--- src/hdl/sbdp_pkg.sv ---
// Package: shared types, codes and reset values of the single-button dimmer.
package sbdp_pkg;

    localparam int BYTE_W = 8;

    // Request commands
    localparam logic [1:0] CMD_TICK       = 2'd0;
    localparam logic [1:0] CMD_LOAD_ENTRY = 2'd1;
    localparam logic [1:0] CMD_LOAD_PTR   = 2'd2;

    // LED patterns
    localparam logic [2:0] PAT_NONE       = 3'd0;
    localparam logic [2:0] PAT_LONG_BLINK = 3'd1;
    localparam logic [2:0] PAT_ENTER      = 3'd2;
    localparam logic [2:0] PAT_LEAVE      = 3'd3;
    localparam logic [2:0] PAT_COUNT      = 3'd4;

    // Store write kinds
    localparam logic [1:0] KIND_NONE    = 2'd0;
    localparam logic [1:0] KIND_POINTER = 2'd1;
    localparam logic [1:0] KIND_TABLE   = 2'd2;

    // Configuration register indexes
    localparam logic [1:0] CFG_LONG_PRESS     = 2'd0;
    localparam logic [1:0] CFG_SETTINGS_PRESS = 2'd1;
    localparam logic [1:0] CFG_LEVEL_MAX      = 2'd2;

    // Reset values and fixed constants
    localparam logic [7:0] LONG_PRESS_RST     = 8'd8;
    localparam logic [7:0] SETTINGS_PRESS_RST = 8'd20;
    localparam logic [7:0] LEVEL_MAX_RST      = 8'd15;
    localparam logic [7:0] TICKS_MAX          = 8'hFF;
    localparam logic [7:0] TICK_SHORT         = 8'd1;
    localparam logic [7:0] TICK_BACK          = 8'd3;
    localparam logic [4:0] POINTER_FIRST      = 5'd1;
    localparam logic [4:0] COUNT_RST          = 5'd1;

    typedef struct packed {
        logic [1:0] command;
        logic       button_pressed;
        logic [4:0] load_index;
        logic [7:0] load_value;
    } in_t;

    typedef struct packed {
        logic [7:0] duty;
        logic       power_on;
        logic       settings_mode;
        logic [2:0] led_pattern;
        logic [4:0] blink_times;
        logic [1:0] store_kind;
        logic [4:0] store_offset;
        logic [7:0] store_data;
        logic       last;
    } out_t;

    typedef struct packed {
        logic       valid;
        logic [1:0] index;
        logic [7:0] data;
    } cfg_wr_t;

endpackage

--- src/hdl/single_button_dimmer_preset_control_unit.sv ---
// Top level: single-button dimmer with preset table, settings recording and store save.
//
//  channel   direction  handshake            payload
//  s_        in         s_valid / s_ready    sbdp_pkg::in_t   (tick or load request)
//  m_        out        m_valid / m_ready    sbdp_pkg::out_t  (status, store write, last)
//  cfg_      in         cfg_valid / cfg_ready  cfg_index, cfg_data (always ready)
//
//  A load request goes straight to its result; a tick runs the long-press and settings
//  checks first; a short or back press before them makes two dependent preset-table
//  reads in normal mode, or steps the edit level in settings mode. On leaving it, each saved
//  byte is one record-buffer read followed by one result and one preset-table write.
//  Reset (aresetn low, synchronous) clears all control state and the valid bits of both
//  memories, so the table and buffer read as zero at once; no clearing pass is needed.
//  A stalled m_ready holds the sequencer at its next result; one request is in work
//  at a time, and the next is taken while the last result still sits in the output reg.
module single_button_dimmer_preset_control_unit #(
    parameter int TABLE_ENTRIES = 17
) (
    input  logic           aclk,
    input  logic           aresetn,
    input  logic           s_valid,
    output logic           s_ready,
    input  sbdp_pkg::in_t  s_data,
    output logic           m_valid,
    input  logic           m_ready,
    output sbdp_pkg::out_t m_data,
    input  logic           cfg_valid,
    output logic           cfg_ready,
    input  logic [1:0]     cfg_index,
    input  logic [7:0]     cfg_data
);

    localparam int AW = $clog2(TABLE_ENTRIES);

    sbdp_pkg::cfg_wr_t cfg;
    sbdp_pkg::out_t    emit_data;
    logic              emit_valid;
    logic              emit_ready;

    logic                        tbl_wr_en, tbl_rd_en;
    logic [AW-1:0]               tbl_wr_addr, tbl_rd_addr;
    logic [sbdp_pkg::BYTE_W-1:0] tbl_wr_data, tbl_rd_data;
    logic                        buf_wr_en, buf_rd_en;
    logic [AW-1:0]               buf_wr_addr, buf_rd_addr;
    logic [sbdp_pkg::BYTE_W-1:0] buf_wr_data, buf_rd_data;

    logic           m_valid_reg;
    sbdp_pkg::out_t m_data_reg;

    // configuration writes are always taken, whatever the sequencer is doing
    assign cfg_ready  = 1'b1;
    assign cfg.valid  = cfg_valid;
    assign cfg.index  = cfg_index;
    assign cfg.data   = cfg_data;

    sbdp_seq #(
        .TABLE_ENTRIES (TABLE_ENTRIES),
        .AW            (AW)
    ) u_seq (
        .aclk        (aclk),
        .aresetn     (aresetn),
        .in_valid    (s_valid),
        .in_ready    (s_ready),
        .in_data     (s_data),
        .cfg         (cfg),
        .emit_valid  (emit_valid),
        .emit_ready  (emit_ready),
        .emit_data   (emit_data),
        .tbl_wr_en   (tbl_wr_en),
        .tbl_wr_addr (tbl_wr_addr),
        .tbl_wr_data (tbl_wr_data),
        .tbl_rd_en   (tbl_rd_en),
        .tbl_rd_addr (tbl_rd_addr),
        .tbl_rd_data (tbl_rd_data),
        .buf_wr_en   (buf_wr_en),
        .buf_wr_addr (buf_wr_addr),
        .buf_wr_data (buf_wr_data),
        .buf_rd_en   (buf_rd_en),
        .buf_rd_addr (buf_rd_addr),
        .buf_rd_data (buf_rd_data)
    );

    // preset table: entry zero is the preset count, entries upward are duty values
    sbdp_ram #(
        .DEPTH (TABLE_ENTRIES),
        .AW    (AW)
    ) u_table (
        .aclk    (aclk),
        .aresetn (aresetn),
        .wr_en   (tbl_wr_en),
        .wr_addr (tbl_wr_addr),
        .wr_data (tbl_wr_data),
        .rd_en   (tbl_rd_en),
        .rd_addr (tbl_rd_addr),
        .rd_data (tbl_rd_data)
    );

    // recording buffer: levels appended in settings mode, saved on leave
    sbdp_ram #(
        .DEPTH (TABLE_ENTRIES),
        .AW    (AW)
    ) u_record (
        .aclk    (aclk),
        .aresetn (aresetn),
        .wr_en   (buf_wr_en),
        .wr_addr (buf_wr_addr),
        .wr_data (buf_wr_data),
        .rd_en   (buf_rd_en),
        .rd_addr (buf_rd_addr),
        .rd_data (buf_rd_data)
    );

    // output register: load when empty or draining, hold while m_ready is low
    assign emit_ready = !m_valid_reg || m_ready;

    always_ff @(posedge aclk) begin
        if (!aresetn) begin
            m_valid_reg <= 1'b0;
        end else if (emit_valid && emit_ready) begin
            m_valid_reg <= 1'b1;
        end else if (m_ready) begin
            m_valid_reg <= 1'b0;
        end
    end

    always_ff @(posedge aclk) begin
        if (emit_valid && emit_ready) begin
            m_data_reg <= emit_data;
        end
    end

    assign m_valid = m_valid_reg;
    assign m_data  = m_data_reg;

endmodule

--- src/hdl/sbdp_ram.sv ---
// Byte memory with one write port, one registered read port and per-entry valid bits.
module sbdp_ram #(
    parameter int DEPTH = 17,
    parameter int AW    = 5
) (
    input  logic                        aclk,
    input  logic                        aresetn,
    input  logic                        wr_en,
    input  logic [AW-1:0]               wr_addr,
    input  logic [sbdp_pkg::BYTE_W-1:0] wr_data,
    input  logic                        rd_en,
    input  logic [AW-1:0]               rd_addr,
    output logic [sbdp_pkg::BYTE_W-1:0] rd_data
);

    logic [sbdp_pkg::BYTE_W-1:0] mem [DEPTH];
    logic [DEPTH-1:0]            valid_reg;
    logic [sbdp_pkg::BYTE_W-1:0] rd_data_reg;
    logic                        rd_valid_reg;

    always_ff @(posedge aclk) begin
        if (wr_en) begin
            mem[wr_addr] <= wr_data;
        end
        if (rd_en) begin
            rd_data_reg <= mem[rd_addr];
        end
    end

    always_ff @(posedge aclk) begin
        if (!aresetn) begin
            valid_reg    <= '0;
            rd_valid_reg <= 1'b0;
        end else begin
            if (wr_en) begin
                valid_reg[wr_addr] <= 1'b1;
            end
            if (rd_en) begin
                rd_valid_reg <= valid_reg[rd_addr];
            end
        end
    end

    // unwritten entries read as zero
    assign rd_data = rd_valid_reg ? rd_data_reg : '0;

endmodule

--- src/hdl/sbdp_seq.sv ---
// Sequencer: press counter, scalar state and read-modify-write steps on the two memories.
module sbdp_seq #(
    parameter int TABLE_ENTRIES = 17,
    parameter int AW            = 5
) (
    input  logic                        aclk,
    input  logic                        aresetn,
    input  logic                        in_valid,
    output logic                        in_ready,
    input  sbdp_pkg::in_t               in_data,
    input  sbdp_pkg::cfg_wr_t           cfg,
    output logic                        emit_valid,
    input  logic                        emit_ready,
    output sbdp_pkg::out_t              emit_data,
    output logic                        tbl_wr_en,
    output logic [AW-1:0]               tbl_wr_addr,
    output logic [sbdp_pkg::BYTE_W-1:0] tbl_wr_data,
    output logic                        tbl_rd_en,
    output logic [AW-1:0]               tbl_rd_addr,
    input  logic [sbdp_pkg::BYTE_W-1:0] tbl_rd_data,
    output logic                        buf_wr_en,
    output logic [AW-1:0]               buf_wr_addr,
    output logic [sbdp_pkg::BYTE_W-1:0] buf_wr_data,
    output logic                        buf_rd_en,
    output logic [AW-1:0]               buf_rd_addr,
    input  logic [sbdp_pkg::BYTE_W-1:0] buf_rd_data
);

    localparam logic [4:0]    MAX_COUNT =
        5'((TABLE_ENTRIES - 1 < 31) ? TABLE_ENTRIES - 1 : 31);
    localparam logic [AW-1:0] LAST_IDX  = AW'(TABLE_ENTRIES - 1);

    localparam logic [3:0] ST_IDLE   = 4'd0;
    localparam logic [3:0] ST_CNT_RD = 4'd1;
    localparam logic [3:0] ST_PTR    = 4'd2;
    localparam logic [3:0] ST_DUTY   = 4'd3;
    localparam logic [3:0] ST_EDIT   = 4'd4;
    localparam logic [3:0] ST_LONG   = 4'd5;
    localparam logic [3:0] ST_SET    = 4'd6;
    localparam logic [3:0] ST_SAVE   = 4'd7;
    localparam logic [3:0] ST_SWRD   = 4'd8;
    localparam logic [3:0] ST_SWWR   = 4'd9;
    localparam logic [3:0] ST_EMIT   = 4'd10;

    logic [3:0]    state_reg, state_next;
    logic [7:0]    long_press_reg, settings_press_reg, level_max_reg;
    logic [7:0]    press_ticks_reg, press_ticks_next;
    logic          light_on_reg, light_on_next;
    logic          recording_reg, recording_next;
    logic [4:0]    pointer_reg, pointer_next;
    logic [7:0]    edit_level_reg, edit_level_next;
    logic [4:0]    record_count_reg, record_count_next;
    logic [7:0]    duty_reg, duty_next;
    logic          ev1_reg, ev1_next;
    logic          evl_reg, evl_next;
    logic          evs_reg, evs_next;
    logic [2:0]    pattern_reg, pattern_next;
    logic [4:0]    blinks_reg, blinks_next;
    logic [1:0]    emit_kind_reg, emit_kind_next;
    logic [7:0]    emit_byte_reg, emit_byte_next;
    logic          hit_reg, hit_next;
    logic [AW-1:0] idx_reg, idx_next;

    logic       in_fire;
    logic       fired;
    logic [7:0] ticks_inc;
    logic [4:0] ptr_step;
    logic [4:0] count_step;

    assign in_ready  = (state_reg == ST_IDLE);
    assign in_fire   = in_valid && in_ready;
    assign ticks_inc = press_ticks_reg + 8'd1;
    assign fired     = (in_data.command == sbdp_pkg::CMD_TICK) && in_data.button_pressed
                       && (press_ticks_reg != sbdp_pkg::TICKS_MAX);

    always_comb begin
        state_next        = state_reg;
        press_ticks_next  = press_ticks_reg;
        light_on_next     = light_on_reg;
        recording_next    = recording_reg;
        pointer_next      = pointer_reg;
        edit_level_next   = edit_level_reg;
        record_count_next = record_count_reg;
        duty_next         = duty_reg;
        ev1_next          = ev1_reg;
        evl_next          = evl_reg;
        evs_next          = evs_reg;
        pattern_next      = pattern_reg;
        blinks_next       = blinks_reg;
        emit_kind_next    = emit_kind_reg;
        emit_byte_next    = emit_byte_reg;
        hit_next          = hit_reg;
        idx_next          = idx_reg;
        ptr_step          = pointer_reg;
        count_step        = record_count_reg;

        tbl_wr_en   = 1'b0;
        tbl_wr_addr = '0;
        tbl_wr_data = '0;
        tbl_rd_en   = 1'b0;
        tbl_rd_addr = '0;
        buf_wr_en   = 1'b0;
        buf_wr_addr = '0;
        buf_wr_data = '0;
        buf_rd_en   = 1'b0;
        buf_rd_addr = '0;

        // every result carries the status left by the whole request
        emit_valid              = 1'b0;
        emit_data.duty          = duty_reg;
        emit_data.power_on      = light_on_reg;
        emit_data.settings_mode = recording_reg;
        emit_data.led_pattern   = pattern_reg;
        emit_data.blink_times   = (pattern_reg == sbdp_pkg::PAT_COUNT) ? blinks_reg : '0;
        emit_data.store_kind    = sbdp_pkg::KIND_NONE;
        emit_data.store_offset  = '0;
        emit_data.store_data    = '0;
        emit_data.last          = 1'b0;

        case (state_reg)
            ST_IDLE: begin
                if (in_fire) begin
                    pattern_next   = sbdp_pkg::PAT_NONE;
                    blinks_next    = '0;
                    emit_kind_next = sbdp_pkg::KIND_NONE;
                    emit_byte_next = '0;
                    ev1_next       = fired && (ticks_inc == sbdp_pkg::TICK_SHORT);
                    evl_next       = fired && (ticks_inc == long_press_reg);
                    evs_next       = fired && (ticks_inc == settings_press_reg);
                    state_next     = ST_EMIT;
                    case (in_data.command)
                        sbdp_pkg::CMD_TICK: begin
                            if (!in_data.button_pressed) begin
                                press_ticks_next = '0;
                            end else if (fired) begin
                                press_ticks_next = ticks_inc;
                            end
                            if (fired && (ticks_inc == sbdp_pkg::TICK_SHORT
                                          || ticks_inc == sbdp_pkg::TICK_BACK)) begin
                                state_next = recording_reg ? ST_EDIT : ST_CNT_RD;
                            end else begin
                                state_next = ST_LONG;
                            end
                        end
                        sbdp_pkg::CMD_LOAD_ENTRY: begin
                            if (int'(in_data.load_index) < TABLE_ENTRIES) begin
                                tbl_wr_en   = 1'b1;
                                tbl_wr_addr = AW'(in_data.load_index);
                                tbl_wr_data = in_data.load_value;
                            end
                        end
                        sbdp_pkg::CMD_LOAD_PTR: begin
                            pointer_next = in_data.load_value[4:0];
                        end
                        default: begin
                        end
                    endcase
                end
            end
            ST_CNT_RD: begin
                // fetch the preset count (entry zero)
                tbl_rd_en   = 1'b1;
                tbl_rd_addr = '0;
                state_next  = ST_PTR;
            end
            ST_PTR: begin
                if (ev1_reg && light_on_reg) begin
                    ptr_step = ({3'b000, pointer_reg} != tbl_rd_data)
                               ? 5'(pointer_reg + 5'd1) : sbdp_pkg::POINTER_FIRST;
                end else if (ev1_reg) begin
                    light_on_next = 1'b1;
                    pattern_next  = sbdp_pkg::PAT_LONG_BLINK;
                end else begin
                    ptr_step = (pointer_reg != sbdp_pkg::POINTER_FIRST)
                               ? 5'(pointer_reg - 5'd1) : tbl_rd_data[4:0];
                end
                pointer_next = ptr_step;
                hit_next     = int'(ptr_step) < TABLE_ENTRIES;
                tbl_rd_en    = int'(ptr_step) < TABLE_ENTRIES;
                tbl_rd_addr  = AW'(ptr_step);
                state_next   = ST_DUTY;
            end
            ST_DUTY: begin
                duty_next  = hit_reg ? tbl_rd_data : '0;
                state_next = ST_LONG;
            end
            ST_EDIT: begin
                if (ev1_reg) begin
                    edit_level_next = (edit_level_reg >= level_max_reg)
                                      ? '0 : 8'(edit_level_reg + 8'd1);
                end else begin
                    edit_level_next = (edit_level_reg != '0)
                                      ? 8'(edit_level_reg - 8'd1) : level_max_reg;
                end
                duty_next  = edit_level_next;
                state_next = ST_LONG;
            end
            ST_LONG: begin
                if (evl_reg && !recording_reg) begin
                    duty_next      = '0;
                    light_on_next  = 1'b0;
                    pattern_next   = sbdp_pkg::PAT_LONG_BLINK;
                    emit_kind_next = sbdp_pkg::KIND_POINTER;
                    emit_byte_next = {3'b000, pointer_reg};
                end else if (evl_reg) begin
                    count_step = (record_count_reg < MAX_COUNT)
                                 ? 5'(record_count_reg + 5'd1) : record_count_reg;
                    record_count_next = count_step;
                    buf_wr_en         = int'(count_step) < TABLE_ENTRIES;
                    buf_wr_addr       = AW'(count_step);
                    buf_wr_data       = edit_level_reg;
                    pattern_next      = sbdp_pkg::PAT_COUNT;
                    blinks_next       = count_step;
                end
                state_next = ST_SET;
            end
            ST_SET: begin
                state_next = ST_EMIT;
                if (evs_reg && !recording_reg) begin
                    recording_next  = 1'b1;
                    edit_level_next = '0;
                    pattern_next    = sbdp_pkg::PAT_ENTER;
                end else if (evs_reg) begin
                    // close the recording: clear the slot at the record count and step the count back
                    buf_wr_en   = int'(record_count_reg) < TABLE_ENTRIES;
                    buf_wr_addr = AW'(record_count_reg);
                    buf_wr_data = '0;
                    if (record_count_reg != '0) begin
                        record_count_next = 5'(record_count_reg - 5'd1);
                    end
                    state_next = ST_SAVE;
                end
            end
            ST_SAVE: begin
                buf_wr_en      = 1'b1;
                buf_wr_addr    = '0;
                buf_wr_data    = {3'b000, record_count_reg};
                recording_next = 1'b0;
                light_on_next  = 1'b1;
                duty_next      = '0;
                pointer_next   = sbdp_pkg::POINTER_FIRST;
                pattern_next   = sbdp_pkg::PAT_LEAVE;
                emit_kind_next = sbdp_pkg::KIND_POINTER;
                emit_byte_next = {3'b000, sbdp_pkg::POINTER_FIRST};
                idx_next       = '0;
                state_next     = ST_SWRD;
            end
            ST_SWRD: begin
                buf_rd_en   = 1'b1;
                buf_rd_addr = idx_reg;
                state_next  = ST_SWWR;
            end
            ST_SWWR: begin
                // emit one table byte and copy it into the preset table
                emit_valid             = 1'b1;
                emit_data.store_kind   = sbdp_pkg::KIND_TABLE;
                emit_data.store_offset = 5'(32'(idx_reg) + 32'd1);
                emit_data.store_data   = buf_rd_data;
                if (emit_ready) begin
                    tbl_wr_en   = 1'b1;
                    tbl_wr_addr = idx_reg;
                    tbl_wr_data = buf_rd_data;
                    if (idx_reg == LAST_IDX) begin
                        state_next = ST_EMIT;
                    end else begin
                        idx_next   = AW'(idx_reg + 1'b1);
                        state_next = ST_SWRD;
                    end
                end
            end
            ST_EMIT: begin
                emit_valid             = 1'b1;
                emit_data.store_kind   = emit_kind_reg;
                emit_data.store_data   = emit_byte_reg;
                emit_data.last         = 1'b1;
                if (emit_ready) begin
                    state_next = ST_IDLE;
                end
            end
            default: begin
                state_next = ST_IDLE;
            end
        endcase
    end

    always_ff @(posedge aclk) begin
        if (!aresetn) begin
            state_reg          <= ST_IDLE;
            long_press_reg     <= sbdp_pkg::LONG_PRESS_RST;
            settings_press_reg <= sbdp_pkg::SETTINGS_PRESS_RST;
            level_max_reg      <= sbdp_pkg::LEVEL_MAX_RST;
            press_ticks_reg    <= '0;
            light_on_reg       <= 1'b0;
            recording_reg      <= 1'b0;
            pointer_reg        <= sbdp_pkg::POINTER_FIRST;
            edit_level_reg     <= '0;
            record_count_reg   <= sbdp_pkg::COUNT_RST;
            duty_reg           <= '0;
            ev1_reg            <= 1'b0;
            evl_reg            <= 1'b0;
            evs_reg            <= 1'b0;
            pattern_reg        <= sbdp_pkg::PAT_NONE;
            blinks_reg         <= '0;
            emit_kind_reg      <= sbdp_pkg::KIND_NONE;
            emit_byte_reg      <= '0;
            hit_reg            <= 1'b0;
            idx_reg            <= '0;
        end else begin
            state_reg        <= state_next;
            press_ticks_reg  <= press_ticks_next;
            light_on_reg     <= light_on_next;
            recording_reg    <= recording_next;
            pointer_reg      <= pointer_next;
            edit_level_reg   <= edit_level_next;
            record_count_reg <= record_count_next;
            duty_reg         <= duty_next;
            ev1_reg          <= ev1_next;
            evl_reg          <= evl_next;
            evs_reg          <= evs_next;
            pattern_reg      <= pattern_next;
            blinks_reg       <= blinks_next;
            emit_kind_reg    <= emit_kind_next;
            emit_byte_reg    <= emit_byte_next;
            hit_reg          <= hit_next;
            idx_reg          <= idx_next;
            if (cfg.valid) begin
                case (cfg.index)
                    sbdp_pkg::CFG_LONG_PRESS:     long_press_reg     <= cfg.data;
                    sbdp_pkg::CFG_SETTINGS_PRESS: settings_press_reg <= cfg.data;
                    sbdp_pkg::CFG_LEVEL_MAX:      level_max_reg      <= cfg.data;
                    default: begin
                    end
                endcase
            end
        end
    end

    a_count_bound: assert property (@(posedge aclk) disable iff (!aresetn)
        record_count_reg <= MAX_COUNT)
        else $error("record count past buffer end");

    a_last_to_idle: assert property (@(posedge aclk) disable iff (!aresetn)
        (emit_valid && emit_ready && emit_data.last) |=> (state_reg == ST_IDLE))
        else $error("sequencer not idle after final result");

    a_table_not_last: assert property (@(posedge aclk) disable iff (!aresetn)
        (emit_valid && emit_data.store_kind == sbdp_pkg::KIND_TABLE) |-> !emit_data.last)
        else $error("table byte marked as final result");

    a_leave_status: assert property (@(posedge aclk) disable iff (!aresetn)
        (emit_valid && emit_data.led_pattern == sbdp_pkg::PAT_LEAVE)
        |-> (!recording_reg && light_on_reg && duty_reg == '0))
        else $error("leave status inconsistent");

    a_sweep_copy: assert property (@(posedge aclk) disable iff (!aresetn)
        (state_reg == ST_SWWR && emit_ready) |-> (tbl_wr_en && tbl_wr_data == buf_rd_data))
        else $error("table copy out of step with save");

endmodule
--- config.mk ---
export PLATFORM = sky130hd
export DESIGN_NAME = single_button_dimmer_preset_control_unit
export DESIGN_NICKNAME = d
export VERILOG_FILES = /design/src/hdl/sbdp_pkg.sv /design/src/hdl/single_button_dimmer_preset_control_unit.sv /design/src/hdl/sbdp_ram.sv /design/src/hdl/sbdp_seq.sv
export SDC_FILE = /design/constraint.sdc
export NUM_CORES = 1
export LEC_CHECK = 0
export BUFFER_PORTS_ARGS = -buffer_cell sky130_fd_sc_hd__buf_2
export CAP_MARGIN = 10
export CORE_MARGIN = 1
export CORE_UTILIZATION = 45
export CTS_CLUSTER_DIAMETER = 120
export CTS_CLUSTER_SIZE = 14
export DETAILED_ROUTE_END_ITERATION = 12
export HOLD_SLACK_MARGIN = 0.06
export PLACE_DENSITY_LB_ADDON = 0.25
export SYNTH_ARGS = -nofsm -noshare
export SYNTH_HDL_FRONTEND = slang
export SYNTH_HIERARCHICAL = 1
export SYNTH_SLANG_ARGS = --single-unit
--- constraint.sdc ---
create_clock -name aclk -period 3.5 [get_ports aclk]
set_clock_uncertainty 0.15 [all_clocks]
set_input_delay 0.175 -clock aclk [delete_from_list [all_inputs] [get_ports aclk]]
set_output_delay 0.175 -clock aclk [all_outputs]
set_load 0.03 [all_outputs]
==> results.py <==
metrics = {
    "drt": {
        "firstDrtPassIters": 5,
        "drtIter0Drc": 960,
        "final_antenna_net_count": 0,
        "post_drt_wl_per_cell_um": 21.2,
        "viasPerCell": 5.63,
        "finalWirelength_um": 48000,
        "via_count": 12769,
        "drc": 0,
    },
    "finish": {
        "finalNonFillerCells": 2267,
        "final_layout_size_suffix_gt1_share_pct": 18.0,
        "area_delta_synth_final_pct": 14.9,
        "fin_nets": 1705,
    },
    "global_routing": {
        "grt_pass1_vias": 12443,
        "grt_pass1_wl_um": 73500,
        "grt_usage_pct": 21.8,
        "grt_max_degree": 55,
        "grt_overflow": 0,
        "antenna_found_initial": 2,
    },
    "outcome": {
        "status": "finished, final reports clean",
    },
    "yosys": {
        "synthCells": 1500,
        "seq_area_frac_synth_pct": 61.7,
        "synth_top_area_cell": "edfxtp_1",
        "synthAdderAreaFrac_pct": 1.40,
        "yosys_most_used_dff": "edfxtp_1",
        "avgSynthCellArea_um2": 13.1,
        "synth_top_family_by_area": "simple AND/OR/NAND/NOR gates",
        "synth.cell_area_mm2": 0.0197,
        "synth.area.mux_share_pct": 10.6,
        "synth_area_leaders": "edfxtp_1 49%, dfxtp_1 13%, mux2i_1 5.8%",
        "synth-xor-area-share_pct": 2.00,
        "ys_ff_latch": 446,
        "synth_nets": 1553,
        "synth_common_cells": "322 x edfxtp_1, 124 x dfxtp_1, 114 x mux2i_1",
        "yosys.area_share.simple_pct": 11.0,
        "async_reset_ff_share_pct": 0,
        "synth_edf_count": 322,
        "yosysMostFrequentCell": "edfxtp_1",
        "ys_types": 85,
        "ys_warn_count": 6,
        "synth-compound-area-share_pct": 10.5,
        "synth_top_cell_area_share_pct": 49.1,
    },
    "clock_tree": {
        "clockRootBuffer": "clkbuf_16",
        "path_clk_slew_ns": 0.07,
        "cts_buffer_depth": 3,
        "numCtsBuffers": 37,
        "cts_tree": "built",
        "htreeDepth": 2,
        "insertion_delay_ns": 0.56,
        "cts.sinks": 446,
    },
    "timing": {
        "fmax_mhz": 301,
        "slew_headroom_pct": 32.2,
        "setup-violations-final": 0,
        "post-route-period-util_pct": 94.9,
        "rsz0062_at_grt": "no",
        "finalCriticalPeriod_ns": 3.32,
        "worst_hold_slack_ns": 0.135,
        "drv_slew": 0,
        "tightest_slew_ns": 1.02,
        "hold_viol_final": 0,
    },
    "critical_path": {
        "cp_slowest_stage_delay_ns": 0.49,
        "path_buf_inv": 1,
        "path_class": "reg2reg",
        "worstSetupStartpointType": "register",
        "r2r_slack_ns": 0.18,
        "crit_top_cell": "a221o_1",
        "crit_path_end_kind": "register",
        "slowest_stage": "mux4_2",
        "worstPathArrival_ns": 3.62,
        "cp_max_fo": 4,
        "cp_cell_sequence": "and2_1, xor2_1, nor4_2, a21oi_2, a221o_1, nor2_4, buf_4, mux4_2, mux2_2, a221o_1",
        "reg2regPathDepth": 10,
        "critPathTopFamily": "compound AO/OA/AOI/OAI gates",
        "crit_required_ns": 3.80,
        "cp.depth": 10,
    },
    "pwr": {
        "power_uw": 12700,
        "p_comb_share_pct": 20.9,
        "clock_power_share_pct": 30.5,
        "internal-power_uw": 9020,
        "power_switching_uw": 3680,
        "leakage_uw": 0.00791,
        "power_density_mw_per_mm2": 561,
        "vdd_drop_max_mv": 0.454,
        "seqPwrFrac_pct": 48.6,
        "swShare_pct": 29.0,
    },
    "floorplanning": {
        "initial_core_util_pct": 45.7,
        "die_w_um": 211,
        "core.rowCount": 76,
        "die_h_um": 211,
        "die_area_mm2": 0.0446,
        "core-area_mm2": 0.0431,
        "io_pins": 68,
    },
    "worst_hold_path": {
        "min_path_cells": 5,
        "hp-class": "in2reg",
    },
    "place": {
        "placed_cells": 2165,
        "portBuffers": 66,
        "dp_hpwl_um": 33000,
        "place_congestion": 0.937,
    },
    "run": {
        "drv_cap": 0,
    },
}
## layer usage
layer  track usage (%)  part of all wire (%)
met2              35.1                    48
met3              3.09                   5.8
met1              30.6                    44
met4              6.30                   1.9
met5                 0                 0.027
## logic make-up (layout without fill, tap and decap cells)
logic type	count (synthesis)	in the layout
mux	159	159
xor+xnor	45	45
flops	446	446
buf+inv	121	302
compound gates	301	301
simple gates	405	405
other cells	1	2
fa+ha+maj	22	22
## power groups by stage
stage               combinational (µW)  sequential [µW]  clock, µW
finish                            2660             6170       3870
global placement                  2520             6280          0
floorplan                         1610             6340          0
global route                      2870             6190       4160
detailed placement                2540             6280          0
CTS                               2600             6170       3970
## final cells by class
cell class | instances | area (µm²)
Fill cell | 3691 | 20400
Sequential cell | 446 | 12200
Multi-Input combinational cell | 933 | 7060
Timing Repair Buffer | 196 | 1460
Clock buffer | 65 | 1040
Tap cell | 585 | 732
Inverter | 38 | 143
Clock inverter | 3 | 41.3
Antenna cell | 1 | 2.50
## final timing paths
check,start,end
setup reg to reg,u_table/rd_data_reg[2],u_table/rd_valid_reg
hold / removal,cfg_valid,u_seq/long_press_reg[7]
setup / recovery,u_table/rd_data_reg[2],u_table/rd_valid_reg
hold reg to reg,u_seq/duty_reg[2],m_data[28]
## per-stage QoR
stage | setup TNS, ns | utilization [%] | setup WS, ns | instance area, µm²
finish | 0 | 52.5 | 0.178 | 22600
CTS | 0 | 52.3 | 0.0351 | 22500
detailed placement | -0.0369 | 49.2 | -0.0369 | 21200
floorplan | 0 | - | 0.0946 | 19700
global route | 0 | 52.5 | 0.0394 | 22600
global placement | 0 | 49.2 | 0.0753 | 21200
## cells in the final DEF, fill, tap and decap left out, types with 5 or more instances in the layout
cell           instances
edfxtp_1             322
dfxtp_1              122
mux2i_1              114
nor2_1               106
buf_4                100
nand2_1               71
buf_2                 65
a21oi_1               56
nor2b_1               48
clkbuf_16             37
mux4_2                37
o22ai_1               37
o21ai_0               37
and2_1                35
inv_1                 34
nand3_1               32
o21a_1                31
xor2_1                29
clkbuf_1              27
dlygate4sd3_1         23
nor3_1                22
ha_1                  22
a22o_1                21
xnor2_1               16
a21boi_0              16
o32ai_1               14
a31oi_1               13
a22oi_1               13
nand2b_1              11
nand3b_1              10
a211oi_1               8
nor4_1                 7
buf_12                 7
and3_1                 7
nor3b_1                7
mux2_2                 7
o21ai_1                5
## timing repair
item	in CTS	in global routing
endpoints found under the hold margin	85	0
gates resized for setup	2	8
buffers inserted	1	8
pin swaps	1	2
hold buffers	23	0
setup endpoints to repair	2	9
## worst register-to-register path, stage by stage (launching register included)
cell and delay (ns):
edfxtp_1 0.38, and2_1 0.22, xor2_1 0.16, nor4_2 0.31, a21oi_2 0.10, a221o_1 0.43
nor2_4 0.20, buf_4 0.17, mux4_2 0.49, mux2_2 0.29, a221o_1 0.31
(Power assumes the default switching activity.)
